**config.mk**
```make
export PLATFORM = sky130hd
export DESIGN_NAME = mf3_median_flat
export DESIGN_NICKNAME = d
export VERILOG_FILES = /design/src/mf3_pkg.sv /design/src/mf3_out_if.sv /design/src/mf3_median.sv /design/src/flat_wrapper.sv
export SDC_FILE = /design/constraint.sdc
export NUM_CORES = 1
export LEC_CHECK = 0
export ABC_AREA = 1
export BUFFER_PORTS_ARGS = -buffer_cell sky130_fd_sc_hd__buf_2
export CAP_MARGIN = 20
export CORE_ASPECT_RATIO = 2
export CORE_UTILIZATION = 45
export CTS_CLUSTER_SIZE = 16
export DETAILED_ROUTE_END_ITERATION = 8
export PLACE_DENSITY_LB_ADDON = 0.25
export SETUP_SLACK_MARGIN = 0.1
export SYNTH_ARGS = -nofsm -noshare
export SYNTH_HDL_FRONTEND = slang
export SYNTH_SLANG_ARGS = --single-unit
export TNS_END_PERCENT = 1
```
**constraint.sdc**
```tcl
create_clock -name clk -period 23.3 [get_ports clk]
set_clock_uncertainty 0.1 [all_clocks]
set_input_delay 4.66 -clock clk [delete_from_list [all_inputs] [get_ports clk]]
set_output_delay 4.66 -clock clk [all_outputs]
set_load 0.02 [all_outputs]
```
**src/mf3_pkg.sv**
```systemverilog
// Shared constants, types and helper function of the 3x3 median filter.
package mf3_pkg;

  // Store depth and the widths that follow from it.
  localparam int MAX_LINE = 2048;
  localparam int BIN_W    = $clog2(MAX_LINE);
  localparam int LEN_W    = $clog2(MAX_LINE + 1);

  // Fixed field widths.
  localparam int SAMPLE_W = 16;
  localparam int LINE_W   = 16;
  localparam int CFG_W    = 12;
  localparam int TAPS     = 9;
  localparam int TAP_W    = $clog2(TAPS);

  // Shortest line that still has an interior bin, and the line length after reset.
  localparam int MIN_LINE   = 3;
  localparam int RESET_LINE = 1025;

  // Lines completed since frame start, saturating once the window is full.
  localparam logic [1:0] LINES_FULL = 2'd2;

  typedef logic [SAMPLE_W-1:0] sample_t;
  typedef logic [TAP_W-1:0]    tap_t;
  typedef logic [TAPS-1:0][SAMPLE_W-1:0] win_t;

  typedef struct packed {
    sample_t sample;
    logic    frame_start;
  } in_word_t;

  typedef struct packed {
    logic [BIN_W-1:0]  bin_index;
    logic [LINE_W-1:0] line_index;
    sample_t           median_value;
  } out_word_t;

  // Position of the window centre, carried alongside the taps.
  typedef struct packed {
    logic [BIN_W-1:0]  bin;
    logic [LINE_W-1:0] line;
  } tag_t;

  typedef struct packed {
    win_t taps;
    tag_t tag;
  } window_t;

  // Clamp a written line length into the range the line store supports.
  function automatic logic [LEN_W-1:0] clamp_len(logic [CFG_W-1:0] v);
    logic [LEN_W-1:0] r;
    if (32'(v) < MIN_LINE) begin
      r = LEN_W'(MIN_LINE);
    end else if (32'(v) > MAX_LINE) begin
      r = LEN_W'(MAX_LINE);
    end else begin
      r = LEN_W'(v);
    end
    return r;
  endfunction

endpackage

```
**src/mf3_out_if.sv**
```systemverilog
// Result channel: valid, ready and one filtered word.
interface mf3_out_if;
  import mf3_pkg::*;

  logic      valid;
  logic      ready;
  out_word_t data;

  modport source (output valid, output data, input ready);
  modport sink (input valid, input data, output ready);
  modport monitor (input valid, input data, input ready);
endinterface

```
**src/mf3_median.sv**
```systemverilog
// Pipelined compare-exchange network that selects the median of nine taps.
module mf3_median (
  input  logic             clk,
  input  logic             rst,
  input  logic             win_valid,
  input  mf3_pkg::window_t win,
  output logic             win_ready,
  mf3_out_if.source        medians
);
  import mf3_pkg::*;

  // Order one pair so that the first named tap holds the smaller value.
  function automatic win_t cs(win_t w, tap_t i, tap_t j);
    win_t    r;
    sample_t x;
    r = w;
    if (r[i] > r[j]) begin
      x    = r[i];
      r[i] = r[j];
      r[j] = x;
    end
    return r;
  endfunction

  logic    v1, v2, v3;
  window_t r1, r2, r3;
  win_t    n1, n2, n3, n4;
  logic    en1, en2, en3, en4;

  assign en4       = !medians.valid || medians.ready;
  assign en3       = !v3 || en4;
  assign en2       = !v2 || en3;
  assign en1       = !v1 || en2;
  assign win_ready = en1;

  // Exchange layers, split into four groups of about equal depth.
  always_comb begin
    n1 = win.taps;
    n1 = cs(n1, 4'd1, 4'd2);
    n1 = cs(n1, 4'd4, 4'd5);
    n1 = cs(n1, 4'd7, 4'd8);
    n1 = cs(n1, 4'd0, 4'd1);
    n1 = cs(n1, 4'd3, 4'd4);
    n1 = cs(n1, 4'd6, 4'd7);

    n2 = r1.taps;
    n2 = cs(n2, 4'd1, 4'd2);
    n2 = cs(n2, 4'd4, 4'd5);
    n2 = cs(n2, 4'd7, 4'd8);
    n2 = cs(n2, 4'd0, 4'd3);
    n2 = cs(n2, 4'd5, 4'd8);
    n2 = cs(n2, 4'd4, 4'd7);

    n3 = r2.taps;
    n3 = cs(n3, 4'd3, 4'd6);
    n3 = cs(n3, 4'd1, 4'd4);
    n3 = cs(n3, 4'd2, 4'd5);
    n3 = cs(n3, 4'd4, 4'd7);

    n4 = r3.taps;
    n4 = cs(n4, 4'd4, 4'd2);
    n4 = cs(n4, 4'd6, 4'd4);
    n4 = cs(n4, 4'd4, 4'd2);
  end

  // Valid bits travel with the taps.
  always_ff @(posedge clk) begin
    if (rst) begin
      v1            <= 1'b0;
      v2            <= 1'b0;
      v3            <= 1'b0;
      medians.valid <= 1'b0;
    end else begin
      if (en1) v1 <= win_valid;
      if (en2) v2 <= v1;
      if (en3) v3 <= v2;
      if (en4) medians.valid <= v3;
    end
  end

  // Stage payloads; the output register is the last stage.
  always_ff @(posedge clk) begin
    if (en1 && win_valid) begin
      r1 <= '{taps: n1, tag: win.tag};
    end
    if (en2 && v1) begin
      r2 <= '{taps: n2, tag: r1.tag};
    end
    if (en3 && v2) begin
      r3 <= '{taps: n3, tag: r2.tag};
    end
    if (en4 && v3) begin
      medians.data <= '{bin_index: r3.tag.bin, line_index: r3.tag.line,
                        median_value: n4[4]};
    end
  end

endmodule

```
**src/flat_wrapper.sv**
```systemverilog
// flat-port wrapper written by rule: the top's interface ports become plain ports
module mf3_median_flat import mf3_pkg::*;
  (clk, rst, win_valid, win, win_ready, medians_valid, medians_data, medians_ready);
  mf3_out_if medians_i ();
  input  logic clk;
  input  logic rst;
  input  logic win_valid;
  input  mf3_pkg::window_t win;
  output logic win_ready;
  output wire logic [$bits(medians_i.valid)-1:0] medians_valid;
  output wire logic [$bits(medians_i.data)-1:0] medians_data;
  input wire logic [$bits(medians_i.ready)-1:0] medians_ready;
  assign medians_valid = medians_i.valid;
  assign medians_data = medians_i.data;
  assign medians_i.ready = medians_ready;
  mf3_median u_core (.clk(clk), .rst(rst), .win_valid(win_valid), .win(win), .win_ready(win_ready), .medians(medians_i));
endmodule
```
==> reports/metrics.csv <==
metric,value,unit
combinational share of power,0.352,
vias in the first global route,19030,
Core Rows,123,
Final min period,10.60,ns
final setup vio count,0,
largest net degree at the start of global routing,172,
post-synthesis adder-cell area fraction,0.1484,
vias,19220,
number of nets in the layout,3375,
Die Ht,338.9,um
switching power share of the total,0.3703,
Fin. Hold Viols,0,
chip width,170.5,um
Initial Util,0.4547,
CP Launch Type,input pin,
I/O pins,220,
"Clk pin slew, worst setup/hold paths",0.07,ns
Synth area leader,edfxtp_1,
CTS Sinks,432,
drt via density,5.215,
XOR/XNOR share of the synthesized area,0,
GP Congestion,1.001,
sw power,0.9896,mW
clk_lat worst skew,0.57,ns
layout cell share with drive strength beyond 1,0.1116,
status,"complete, no violations",
gr usage total,0.2407,
fin crit share,0.4551,
Post-Route Setup TNS,0,ns
# resized after CTS,0,
TritonCTS clock tree,built,
core region area,56170,um2
Post-DP HPWL,56400,um
"flops & latches, synth",432,
critical path's top delay family,simple AND/OR/NAND/NOR gates,
Post-Route WL,68300,um
Die Area,57780,um2
sequential fraction of the synthesis area,0.5063,
"Area growth, synth to finish",12.54,%
clock share of power,0.247,
Slew Limit Headroom,0.3014,
worst path arrival time,5.84,ns
First-pass DRT Iterations,8,
global-route wire length before repair,103900,um
cells after synthesis,2711,
Synth Area in Compound Gates,0.1370,
Worst path max stage delay,0.22,ns
"Max stage delay cell, worst path",nor2_1,
Port Buf Inserts,219,
Max rail drop VDD,46.86,uV
Post-Place Cell Area,27370,um2
CTS root buffer,clkbuf_16,
post-route ant nets,0,
Crit Path Category,input pin to output port,
TritonCTS Buffers,40,
cell-internal power,1.683,mW
pwr dens,92.96,nW/um2
largest cells by area after synthesis,"edfxtp_1, ha_1, nand2_1",
crit path cell chain,"buf_2, nor2_1, inv_1, nor2_1, inv_1, nor2_1, inv_1, nor2_1, inv_1, buf_2",
Fmax achieved,94.31,MHz
Critical Path RT,18.54,ns
Main synth FF type,edfxtp_1,
Starting DRT DRC Count,1014,
asr flop ratio synth,0,
largest family of logic cells by synthesized area,adder cells,
leakage dissipation,12.79,nW
Max Fanout on Critical Path,3,
routed wire length per instance,18.53,um
CP bufs+invs,6,
top-area cell type share of the netlist area,0.5031,
Reg power frac,0.401,
cts-stage hold buffer count,0,
Post-Syn Area,25540,um2
Simple-Gate Fraction of Synth Area,0.1419,
CP endpoint kind,output port,
total global routing overflow,0,
Remaining DRCs,0,
fin area,28750,um2
Post-synth EDFFs,428,
initial antenna violation count,6,
max-slew violations,0,
postcts setup bufs,0,
CTS HTree Levels,2,
proportion of synthesized area in mux cells,0,
MaxCap Viol Count,0,
Worst-Margin Slew,1.048,ns
Ys Warns,0,
clk buf depth,3,
syn_nets,3189,
Netlist cell types,44,
Synth Area per Inst,9.423,um2
Hold Path Class,flop to flop,
RSZ-0062 raised after global routing,false,
[worst register-to-register path, cell delays in order, from the launching register on]
cell      delay, ns
edfxtp_1       0.46
inv_1          0.12
ha_1           0.34
a21oi_1        0.16
nand2_1        0.09
a21oi_1        0.20
nand2_2        0.11
nand2_4        0.43
nor2_1         0.09
a21oi_1        0.40
ha_1           0.22
nand4_1        0.13
nor3_1         0.61
nand4_2        0.60
nand2_4        0.43
nand2_1        0.11
and2_1         0.15
ha_1           0.31
nand4_1        0.13
nor4_1         0.45
nand2_1        0.11
a21oi_1        0.17
buf_4          0.24
clkinv_1       0.45
nand3_1        0.25
nand2_1        0.12
[power groups by stage]
stage               logic [mW]  clock network, mW  registers, mW
global route              1.08              0.701           1.08
CTS                      0.944              0.677           1.07
finish                   0.941              0.661           1.07
floorplan                0.655                  0           1.06
detailed placement       0.940                  0           1.09
global placement         0.911                  0           1.09
[logic make-up after synthesis]
logic type      count (synthesis)
compound gates                647
fa+ha+maj                     303
buf+inv                       447
flops                         432
simple gates                  882
[layout make-up]
cell class              instances  area (um2)
diodes                          6       15.01
clock buffers                  48        1031
clock inverters                26       289.0
fillers                      5158       27420
inverters                     356        1339
multi-input cells            1832       10950
flip-flops and latches        432       12930
well taps                     750       938.4
repair buffers                235        1256
[per-stage QoR]
stage	utilization	instances	setup slack (ns)	hold slack (ns)	power, mW
detailed placement	0.4873	3603	12.68	0.3045	2.028
floorplan	-	2711	10.31	0.3003	1.716
global placement	0.4873	3603	12.65	0.3000	1.997
finish	0.5118	3685	12.70	0.3129	2.673
CTS	0.5108	3677	12.69	0.3091	2.693
global route	0.5116	3681	12.53	0.3163	2.855
[sequential cells by signal, summed over array words and instances (netlist names)]
signal,count
u_core.medians.data,43
u_core.r1,155
u_core.medians.valid,1
u_core.r3,75
u_core.n2,16
u_core.v3,1
u_core.r2,139
u_core.v2,1
u_core.v1,1
[cell usage after synthesis, types with 2 or more instances]
library cell / number
and2_1: 15
nand2_1: 589
o211ai_1: 4
and3_1: 2
buf_2: 4
o21bai_1: 7
nor3_1: 16
o221ai_1: 12
nand2_4: 3
a21oi_1: 200
nand2_2: 12
o221a_2: 3
nand3_1: 75
o21a_1: 18
nor2_1: 134
dfxtp_1: 4
o21ai_1: 2
o21ai_0: 363
ha_1: 303
clkbuf_1: 75
a21o_1: 3
inv_1: 355
nor4_1: 6
o2111ai_1: 5
nand4_1: 24
a221oi_1: 8
buf_1: 10
edfxtp_1: 428
a211oi_1: 14
a32o_1: 3
[final timing paths]
check	to	depth (start not counted)	start	slack, ns
worst max-delay path	win_ready	10	medians_ready	12.70
worst min-delay path	u_core.r2[136]	0	u_core.n2[109]	0.31
worst max register to register	u_core.medians.data[5]	25	u_core.r3[70]	16.07
worst min register to register	u_core.r2[136]	0	u_core.n2[109]	0.31
[layer usage]
layer,vias up,track usage,part of all wire
met5,-,0,0.00018
met2,476,0.4714,0.55
li1,9772,-,-
met1,8803,0.2218,0.33
met4,2,0.1781,0.085
met3,165,0.02534,0.033
[layout by cell type, fill, tap and decap left out, types with 4 or more instances in the layout]
cell type  count
a211oi_1      14
a21oi_1      200
a221oi_1       8
and2_1        15
buf_2        219
buf_4         13
bufinv_16      4
clkbuf_1       8
clkbuf_16     40
clkinv_1       5
clkinv_2       6
dfxtp_1        4
diode_2        6
edfxtp_1     428
ha_1         303
inv_1        353
inv_6          6
nand2_1      589
nand2_2       12
nand3_1       75
nand4_1       24
nor2_1       132
nor3_1        16
nor4_1         6
o2111ai_1      5
o211ai_1       4
o21a_1        18
o21ai_0      363
o21bai_1       7
o221ai_1      12
Note: power is estimated with default switching activity, not from simulation.
